## src/rtl/dijkstra_shortest_paths_dense_assert.svh

```systemverilog
// Assertion macros for the dense shortest-path engine.
`ifndef DIJKSTRA_SHORTEST_PATHS_DENSE_ASSERT_SVH
`define DIJKSTRA_SHORTEST_PATHS_DENSE_ASSERT_SVH

// Check that cons holds in the same cycle as ante.
`define DSPD_ASSERT_SAME(label, clk, rst_n, ante, cons, msg) \
    label: assert property (@(posedge clk) disable iff (!rst_n) (ante) |-> (cons)) \
        else $error(msg);

// Check that cons holds in the cycle after ante.
`define DSPD_ASSERT_NEXT(label, clk, rst_n, ante, cons, msg) \
    label: assert property (@(posedge clk) disable iff (!rst_n) (ante) |=> (cons)) \
        else $error(msg);

`endif

```

## src/rtl/dspd_pkg.sv

```systemverilog
// Types and constants shared by the shortest-path engine modules.
package dspd_pkg;

    localparam int NUM_NODES    = 8;
    localparam int NODE_W       = $clog2(NUM_NODES);
    localparam int CNT_W        = $clog2(NUM_NODES + 1);
    localparam int EDGE_DEPTH   = NUM_NODES * NUM_NODES;
    localparam int EDGE_W       = $clog2(EDGE_DEPTH);
    localparam int REPORTED     = (NUM_NODES < 8) ? NUM_NODES : 8;
    localparam int FIELD_NODE_W = 3;
    localparam int WEIGHT_W     = 8;
    localparam int DIST_W       = 14;

    localparam logic [DIST_W-1:0] UNREACHED = 14'd9999;

    localparam logic CMD_WRITE = 1'b0;
    localparam logic CMD_RUN   = 1'b1;

    typedef struct packed {
        logic                    command;
        logic [FIELD_NODE_W-1:0] row_node;
        logic [FIELD_NODE_W-1:0] col_node;
        logic [WEIGHT_W-1:0]     weight;
    } item_t;

    typedef struct packed {
        logic [FIELD_NODE_W-1:0] node;
        logic [DIST_W-1:0]       distance;
        logic                    last;
    } result_t;

    // Commands from the controller to the datapath.
    typedef struct packed {
        logic              write;       // store an edge weight
        logic              init;        // load distances for a new run
        logic              scan_en;     // compare one node against the best
        logic              scan_first;  // first node of a scan
        logic              mark;        // mark the picked node visited
        logic              relax_issue; // read one edge of the picked node
        logic              report_en;   // emit one result
        logic              report_last; // flag the result as final
        logic [NODE_W-1:0] idx;         // node under work
    } dp_cmd_t;

    typedef struct packed {
        logic found;
    } dp_status_t;

endpackage

```

## src/rtl/dijkstra_shortest_paths_dense.sv

```systemverilog
// Top level of the dense single-source shortest-path engine.
//
//   channel   direction  handshake                     payload
//   item      in         start & !busy                 command, row_node, col_node, weight
//   result    out        result_valid (one-cycle)      node, distance, last
//
// A write item is stored and leaves the engine idle (busy stays low).
// A run item takes per round a scan of all NUM_NODES nodes, a pick and a relax of
// the picked node's edges (edge memory read is registered); up to NUM_NODES-1
// rounds, fewer when no reachable node remains.
// Results then follow, one per cycle, nodes 0 upward, the final one with last set.
// Reset clears the edge valid bits at once, so every edge reads as absent.
// The receiver cannot hold results off; busy holds new items off until the last
// result is driven.
module dijkstra_shortest_paths_dense (
    input  logic              clk,
    input  logic              rst_n,
    input  logic              start,
    output logic              busy,
    input  dspd_pkg::item_t   item,
    output dspd_pkg::result_t result,
    output logic              result_valid
);
    import dspd_pkg::*;

    `include "dijkstra_shortest_paths_dense_assert.svh"

    dp_cmd_t    dp_cmd;
    dp_status_t dp_status;

    // Sequence the run: scan for the closest unvisited node, relax its edges, report.
    dspd_ctrl u_ctrl (
        .clk     (clk),
        .rst_n   (rst_n),
        .start   (start),
        .command (item.command),
        .status  (dp_status),
        .cmd     (dp_cmd),
        .busy    (busy)
    );

    // Hold the weight matrix, distances and visited flags; drive the result register.
    dspd_datapath u_datapath (
        .clk          (clk),
        .rst_n        (rst_n),
        .cmd          (dp_cmd),
        .item         (item),
        .status       (dp_status),
        .result       (result),
        .result_valid (result_valid)
    );

    // Results only come out of a run in progress.
    `DSPD_ASSERT_SAME(a_result_in_run, clk, rst_n, result_valid, $past(busy), "result outside a run")
    // The flagged result closes the run.
    `DSPD_ASSERT_NEXT(a_last_ends, clk, rst_n, result_valid && result.last, !result_valid, "result after last")
    // Results of a run come back to back in node order.
    `DSPD_ASSERT_NEXT(a_node_order, clk, rst_n, result_valid && !result.last, result_valid && (result.node == FIELD_NODE_W'($past(result.node) + 1'b1)), "result order broken")
    // A reported distance never exceeds the unreachable mark.
    `DSPD_ASSERT_SAME(a_dist_range, clk, rst_n, result_valid, result.distance <= UNREACHED, "distance out of range")

endmodule

```

## src/rtl/dspd_datapath.sv

```systemverilog
// Datapath: edge weight memory, distance and visited registers, result register.
module dspd_datapath (
    input  logic                 clk,
    input  logic                 rst_n,
    input  dspd_pkg::dp_cmd_t    cmd,
    input  dspd_pkg::item_t      item,
    output dspd_pkg::dp_status_t status,
    output dspd_pkg::result_t    result,
    output logic                 result_valid
);
    import dspd_pkg::*;

    logic [WEIGHT_W-1:0]   edge_mem [EDGE_DEPTH];
    logic [EDGE_DEPTH-1:0] edge_valid_reg;

    logic [DIST_W-1:0]    dist_reg [NUM_NODES];
    logic [NUM_NODES-1:0] visited_reg;
    logic [DIST_W-1:0]    best_reg;
    logic [NODE_W-1:0]    pick_reg;
    logic                 found_reg;

    logic [WEIGHT_W-1:0] rd_data_reg;
    logic                rd_valid_reg;
    logic                upd_en_reg;
    logic [NODE_W-1:0]   upd_idx_reg;

    result_t result_reg;
    logic    result_valid_reg;

    logic                wr_in_range;
    logic                src_in_range;
    logic [EDGE_W-1:0]   wr_addr;
    logic [EDGE_W-1:0]   rd_addr;
    logic [DIST_W-1:0]   best_cur;
    logic                found_cur;
    logic                scan_hit;
    logic [WEIGHT_W-1:0] weight_rd;
    logic [DIST_W:0]     relax_sum;
    logic                relax_hit;

    always_comb
    begin
        wr_in_range  = (int'(item.row_node) < NUM_NODES) && (int'(item.col_node) < NUM_NODES);
        src_in_range = int'(item.row_node) < NUM_NODES;
        wr_addr      = EDGE_W'(int'(item.row_node) * NUM_NODES + int'(item.col_node));
        rd_addr      = EDGE_W'(int'(pick_reg) * NUM_NODES + int'(cmd.idx));
        best_cur     = cmd.scan_first ? UNREACHED : best_reg;
        found_cur    = cmd.scan_first ? 1'b0 : found_reg;
        scan_hit     = !visited_reg[cmd.idx] && (dist_reg[cmd.idx] < best_cur);
        weight_rd    = rd_valid_reg ? rd_data_reg : '0;
        relax_sum    = {1'b0, best_reg} + (DIST_W + 1)'(weight_rd);
        relax_hit    = (weight_rd != '0) && !visited_reg[upd_idx_reg]
                       && (relax_sum < {1'b0, dist_reg[upd_idx_reg]});
    end

    // Edge memory: write port on accepted writes, registered read port for relaxation.
    always_ff @(posedge clk)
    begin
        if (cmd.write && wr_in_range)
        begin
            edge_mem[wr_addr] <= item.weight;
        end
        rd_data_reg <= edge_mem[rd_addr];
    end

    // Per-entry valid bits stand in for the all-zero reset of the memory.
    always_ff @(posedge clk or negedge rst_n)
    begin
        if (!rst_n)
        begin
            edge_valid_reg <= '0;
            rd_valid_reg   <= 1'b0;
            upd_en_reg     <= 1'b0;
        end
        else
        begin
            if (cmd.write && wr_in_range)
            begin
                edge_valid_reg[wr_addr] <= 1'b1;
            end
            rd_valid_reg <= edge_valid_reg[rd_addr];
            upd_en_reg   <= cmd.relax_issue;
        end
    end

    always_ff @(posedge clk)
    begin
        upd_idx_reg <= cmd.idx;
    end

    // Distances, visited flags and scan state.
    always_ff @(posedge clk or negedge rst_n)
    begin
        if (!rst_n)
        begin
            for (int i = 0; i < NUM_NODES; i++)
            begin
                dist_reg[i] <= UNREACHED;
            end
            visited_reg <= '0;
            best_reg    <= UNREACHED;
            pick_reg    <= '0;
            found_reg   <= 1'b0;
        end
        else
        begin
            if (cmd.init)
            begin
                for (int i = 0; i < NUM_NODES; i++)
                begin
                    if (src_in_range && (i == int'(item.row_node)))
                    begin
                        dist_reg[i] <= '0;
                    end
                    else
                    begin
                        dist_reg[i] <= UNREACHED;
                    end
                end
                visited_reg <= '0;
            end
            else if (upd_en_reg && relax_hit)
            begin
                dist_reg[upd_idx_reg] <= relax_sum[DIST_W-1:0];
            end

            if (cmd.mark)
            begin
                visited_reg[pick_reg] <= 1'b1;
            end

            if (cmd.scan_en)
            begin
                if (scan_hit)
                begin
                    best_reg  <= dist_reg[cmd.idx];
                    pick_reg  <= cmd.idx;
                    found_reg <= 1'b1;
                end
                else
                begin
                    best_reg  <= best_cur;
                    found_reg <= found_cur;
                end
            end
        end
    end

    always_ff @(posedge clk)
    begin
        if (cmd.report_en)
        begin
            result_reg.node     <= FIELD_NODE_W'(cmd.idx);
            result_reg.distance <= dist_reg[cmd.idx];
            result_reg.last     <= cmd.report_last;
        end
    end

    always_ff @(posedge clk or negedge rst_n)
    begin
        if (!rst_n)
        begin
            result_valid_reg <= 1'b0;
        end
        else
        begin
            result_valid_reg <= cmd.report_en;
        end
    end

    assign status.found = found_reg;
    assign result       = result_reg;
    assign result_valid = result_valid_reg;

endmodule

```

## src/rtl/dspd_ctrl.sv

```systemverilog
// Controller: sequences scan, pick, relax and report phases of a run.
module dspd_ctrl (
    input  logic                 clk,
    input  logic                 rst_n,
    input  logic                 start,
    input  logic                 command,
    input  dspd_pkg::dp_status_t status,
    output dspd_pkg::dp_cmd_t    cmd,
    output logic                 busy
);
    import dspd_pkg::*;

    localparam logic [2:0] ST_IDLE   = 3'd0;
    localparam logic [2:0] ST_SCAN   = 3'd1;
    localparam logic [2:0] ST_PICK   = 3'd2;
    localparam logic [2:0] ST_RELAX  = 3'd3;
    localparam logic [2:0] ST_REPORT = 3'd4;

    logic [2:0]       state_reg, state_next;
    logic [CNT_W-1:0] cnt_reg, cnt_next;
    logic [NODE_W-1:0] round_reg, round_next;
    logic             accept;

    assign accept = start && (state_reg == ST_IDLE);
    assign busy   = state_reg != ST_IDLE;

    always_comb
    begin
        state_next = state_reg;
        cnt_next   = cnt_reg;
        round_next = round_reg;
        cmd        = '0;
        cmd.idx    = cnt_reg[NODE_W-1:0];

        unique case (state_reg)
            ST_IDLE:
            begin
                cmd.write = accept && (command == CMD_WRITE);
                cmd.init  = accept && (command == CMD_RUN);
                if (accept && (command == CMD_RUN))
                begin
                    state_next = ST_SCAN;
                    cnt_next   = '0;
                    round_next = '0;
                end
            end
            ST_SCAN:
            begin
                cmd.scan_en    = 1'b1;
                cmd.scan_first = cnt_reg == '0;
                if (cnt_reg == CNT_W'(NUM_NODES - 1))
                begin
                    state_next = ST_PICK;
                    cnt_next   = '0;
                end
                else
                begin
                    cnt_next = cnt_reg + 1'b1;
                end
            end
            ST_PICK:
            begin
                cmd.mark   = status.found;
                state_next = status.found ? ST_RELAX : ST_REPORT;
                cnt_next   = '0;
            end
            ST_RELAX:
            begin
                cmd.relax_issue = cnt_reg != CNT_W'(NUM_NODES);
                if (cnt_reg == CNT_W'(NUM_NODES))
                begin
                    cnt_next = '0;
                    if (round_reg == NODE_W'(NUM_NODES - 2))
                    begin
                        state_next = ST_REPORT;
                    end
                    else
                    begin
                        state_next = ST_SCAN;
                        round_next = round_reg + 1'b1;
                    end
                end
                else
                begin
                    cnt_next = cnt_reg + 1'b1;
                end
            end
            ST_REPORT:
            begin
                cmd.report_en   = 1'b1;
                cmd.report_last = cnt_reg == CNT_W'(REPORTED - 1);
                if (cnt_reg == CNT_W'(REPORTED - 1))
                begin
                    state_next = ST_IDLE;
                    cnt_next   = '0;
                end
                else
                begin
                    cnt_next = cnt_reg + 1'b1;
                end
            end
            default:
            begin
                state_next = ST_IDLE;
            end
        endcase
    end

    always_ff @(posedge clk or negedge rst_n)
    begin
        if (!rst_n)
        begin
            state_reg <= ST_IDLE;
            cnt_reg   <= '0;
            round_reg <= '0;
        end
        else
        begin
            state_reg <= state_next;
            cnt_reg   <= cnt_next;
            round_reg <= round_next;
        end
    end

endmodule

```

## config.mk

```make
export PLATFORM = sky130hd
export DESIGN_NAME = dijkstra_shortest_paths_dense
export DESIGN_NICKNAME = d
export VERILOG_FILES = /design/src/rtl/dspd_pkg.sv /design/src/rtl/dijkstra_shortest_paths_dense.sv /design/src/rtl/dspd_datapath.sv /design/src/rtl/dspd_ctrl.sv
export VERILOG_INCLUDE_DIRS = /design/src /design/src/rtl
export SDC_FILE = /design/constraint.sdc
export NUM_CORES = 1
export LEC_CHECK = 0
export BUFFER_PORTS_ARGS = -buffer_cell sky130_fd_sc_hd__buf_4
export CORE_MARGIN = 3
export CORE_UTILIZATION = 25
export CTS_BUF_LIST = sky130_fd_sc_hd__clkbuf_8
export CTS_CLUSTER_DIAMETER = 200
export CTS_CLUSTER_SIZE = 8
export DETAILED_ROUTE_END_ITERATION = 8
export GPL_TIMING_DRIVEN = 0
export PLACE_DENSITY = 0.34
export RECOVER_POWER = 100
export SYNTH_ARGS = -nofsm -noshare
export SYNTH_HDL_FRONTEND = slang
export SYNTH_HIERARCHICAL = 1
export SYNTH_SLANG_ARGS = --single-unit
```

## constraint.sdc

```tcl
create_clock -name clk -period 10.1 [get_ports clk]
set_input_delay 0 -clock clk [delete_from_list [all_inputs] [get_ports clk]]
set_output_delay 0 -clock clk [all_outputs]
set_load 0.005 [all_outputs]
```

==> summary.txt <==
Clock tree
  • Root Driver: clkbuf_8
  • Setup bufs post-CTS: 0
  • # hold bufs at CTS: 19
  • H-tree depth: 3
  • CTS buffer count: 104
  • CTS tree: built
  • CTS Sinks: about 760
  • CTS resizes: 0
  • Clock tree buffer depth: 3
  • Clock slew at reported path FFs: around 0.07 ns
  • Skew-Pair Late Insertion Delay: 0.83 ns

Floorplanning
  • I/O pins: 38
  • Row count: 132
  • Die area: approximately 0.14 mm²
  • Die Y: 370 µm
  • Die X: around 370 µm
  • Core Region: around 0.13 mm²
  • Initial Util: 0.254

Yosys
  • Post-Synthesis Cells: between 2,000 and 2,500
  • YS warnings: 6
  • Mapped cell area: roughly 0.033 mm²
  • Number of synthesized flops with an enable pin: 530
  • Number of synthesized register bits: between 700 and 800
  • Mean Syn Cell Area: ~17 µm²
  • Ys flop type: edfxtp_1
  • Async SR Flop Fraction: 0.284
  • Syn_nets: 2,058
  • Number of library cell types mapped by synthesis: 84
  • Post-synthesis sequential area ratio: 0.652

Drt
  • Vias post-DR: slightly below 20,000
  • Met2 WL: roughly 58,000 µm
  • Post-route antenna net violation count: 0
  • Initial DRC count: ~1,700
  • WL final: 118,000 µm
  • Wire length on met1: between 50,000 and 60,000 µm
  • Wirelength per Cell: 29.5 µm
  • Metal3 WL: around 4700 µm
  • Number of vias per cell: between 4 and 5
  • Uppermost layer routed: met4
  • First-pass iteration count of the detailed router: 5
  • DRC viols: 0

Power
  • Peak supply drop: approximately 0.097 mV
  • Leakage Power: ~13 nW
  • Pwr Density: between 200 and 250 mW/mm²
  • Pwr Total: 9.28 mW

Cells and area
  • # nets final: 2,224
  • Finished Layout Cells: roughly 4,000
  • Largest register FFs: between 500 and 600
  • Final core utilization: 0.288
  • Area growth, synth to finish: 13.5%
  • Layout cells sized above 1: 0.251

Worst setup path
  • Critical Path AT: just under 9 ns
  • Critical path launch point type: flip-flop
  • CP Launch Point: u_ctrl/cnt_reg[1]$_DFFE_PN0P_
  • Critical Path RT: 10.78 ns
  • Reg2reg path depth: 15
  • Reg2Reg Setup Slack: about 2.1 ns
  • CP max FO: 10
  • RR Endpoint: u_datapath/pick_reg[1]$_DFFE_PN0P_
  • Setup crit end: u_datapath/pick_reg[1]$_DFFE_PN0P_
  • Setup Crit Path Kind: reg2reg
  • Worst r2r src: u_ctrl/cnt_reg[1]$_DFFE_PN0P_
  • Critical Path Sink Type: flip-flop

Hold path
  • Cell depth of the worst min-delay path: 5
  • Hold crit path type: in2reg

STA
  • Final setup viols: 0
  • Final period util: 0.792
  • Final Slew Violations: between 700 and 800
  • Final worst slack: 2.10 ns
  • RSZ-0062 raised after global routing: no
  • Slew headroom: -2.78
  • Minimum clock period: roughly 8 ns
  • Final Skew: ~0.048 ns
  • Slew @ Worst Pin: about 5.7 ns
  • Max Freq: 125 MHz
  • Setup TNS: 0 ns
  • Final hold vios: 0

Placement
  • Dpl ws: 3.76 ns
  • RD Place Congestion: ~0.86
  • Dpl cells: around 3,800
  • I/O Buffers: 35
  • DPL Wire Length: around 81,000 µm

Global routing
  • Vias in the first global route: 20,400
  • Total Routing Usage GR: 0.173
  • Largest net degree at the start of global routing: 92
  • Antenna violations before repair: 6
  • First-pass GRT wire length: 167,000 µm
  • Grt ovf: 0

Run status
  • Failing checks: max-capacitance violations, max-slew violations
  • Status: finished with violations

Flow run
  • Max-Cap Viols: 11
cells in the final DEF (no fill, tap or decap), types with 39 or more instances in the layout:
cell / Yosys / final
mux4_2: 233 / 233
clkbuf_1: 76 / 109
clkbuf_8: 0 / 105
nand3_1: 65 / 65
o21ai_0: 50 / 52
a211oi_1: 38 / 39
a21oi_1: 84 / 86
or2_2: 66 / 66
edfxtp_1: 530 / 530
nand2_1: 42 / 42
inv_1: 58 / 142
dfrtp_1: 143 / 143
nor2_1: 126 / 127
dfstp_2: 72 / 72
worst min path at each step:
| stage | startpoint | endpoint | slack [ns] |
|---|---|---|---|
| finish | start | u_ctrl/round_reg[2]$_DFFE_PN0P_ | 0.32 |
| global route | item[14] | u_ctrl/round_reg[0]$_DFFE_PN0P_ | 0.31 |
| CTS | rst_n | u_ctrl/cnt_reg[3]$_DFFE_PN0P_ | 0.25 |
| detailed placement | rst_n | u_ctrl/cnt_reg[2]$_DFFE_PN0P_ | -0.06 |
| global placement | u_datapath/result_valid$_DFF_PN0_ | result_valid | 0.40 |
| floorplan | rst_n | u_ctrl/cnt_reg[0]$_DFFE_PN0P_ | -0.30 |
per-stage QoR:
stage               instance area, µm²  hold WS [ns]
global placement                 35600         0.401
detailed placement               35700       -0.0604
CTS                              37800         0.254
finish                           37600         0.323
global route                     37600         0.313
floorplan                        33100        -0.296
cells in the mapped netlist, types with 42 or more instances:
| cell | instances | area share |
|---|---|---|
| a21oi_1 | 84 | 0.013 |
| clkbuf_1 | 76 | 0.0086 |
| dfrtp_1 | 143 | 0.11 |
| dfstp_2 | 72 | 0.057 |
| edfxtp_1 | 530 | 0.48 |
| inv_1 | 58 | 0.0066 |
| mux4_2 | 233 | 0.16 |
| nand2_1 | 42 | 0.0048 |
| nand3_1 | 65 | 0.0098 |
| nor2_1 | 126 | 0.014 |
| o21ai_0 | 50 | 0.0075 |
| or2_2 | 66 | 0.012 |
cell type report:
cell class | count | area, µm²
Fill cell | 13100 | 93000
Clock buffer | 105 | 1450
Sequential cell | 756 | 21600
Multi-Input combinational cell | 1060 | 10700
Inverter | 59 | 221
Tap cell | 1742 | 2180
Buffer | 126 | 578
Timing Repair Buffer | 60 | 470
Antenna cell | 5 | 12.5
Clock inverter | 91 | 430
worst max-delay path: stages (launching register included):
cell and delay, ns:
dfrtp_1 0.42, clkbuf_1 0.39, clkbuf_1 0.96, clkbuf_1 0.83, clkbuf_1 0.91, clkbuf_1 0.86
mux4_2 0.41, mux2_1 0.45, ha_1 0.36, and4_1 0.22, nand2_1 0.08, a21o_1 0.15
a211oi_1 0.95, nor2_1 0.19, buf_4 0.28, mux2_1 0.35
power by group:
part / switching (mW) / internal, mW / total (mW) / leakage (nW)
clock: 1.27 / 1.00 / 2.27 / 1.25
combinational: 1.97 / 1.21 / 3.18 / 4.08
sequential: 0.183 / 3.65 / 3.84 / 7.57
metal layers:
| layer | vias to the layer above | global-route usage |
|---|---|---|
| li1 | 8365 | - |
| met1 | 10700 | 0.227 |
| met2 | 568 | 0.292 |
| met3 | 204 | 0.0278 |
| met4 | 0 | 0.0586 |
| met5 | - | 0 |
cell families (layout without fill, tap and decap cells):
group	count (synthesis)	after routing	synth area share
other	0	5	0
adders and majority gates	39	39	0.0149
buffers and inverters	185	441	0.0251
and+or+nand+nor	408	408	0.0630
xor gates and xnor gates	6	6	0.00159
AOI/OAI and AO/OA	334	334	0.0719
muxes	273	273	0.172
DFF	756	756	0.652
No activity file was read; power rests on OpenSTA's default activity.
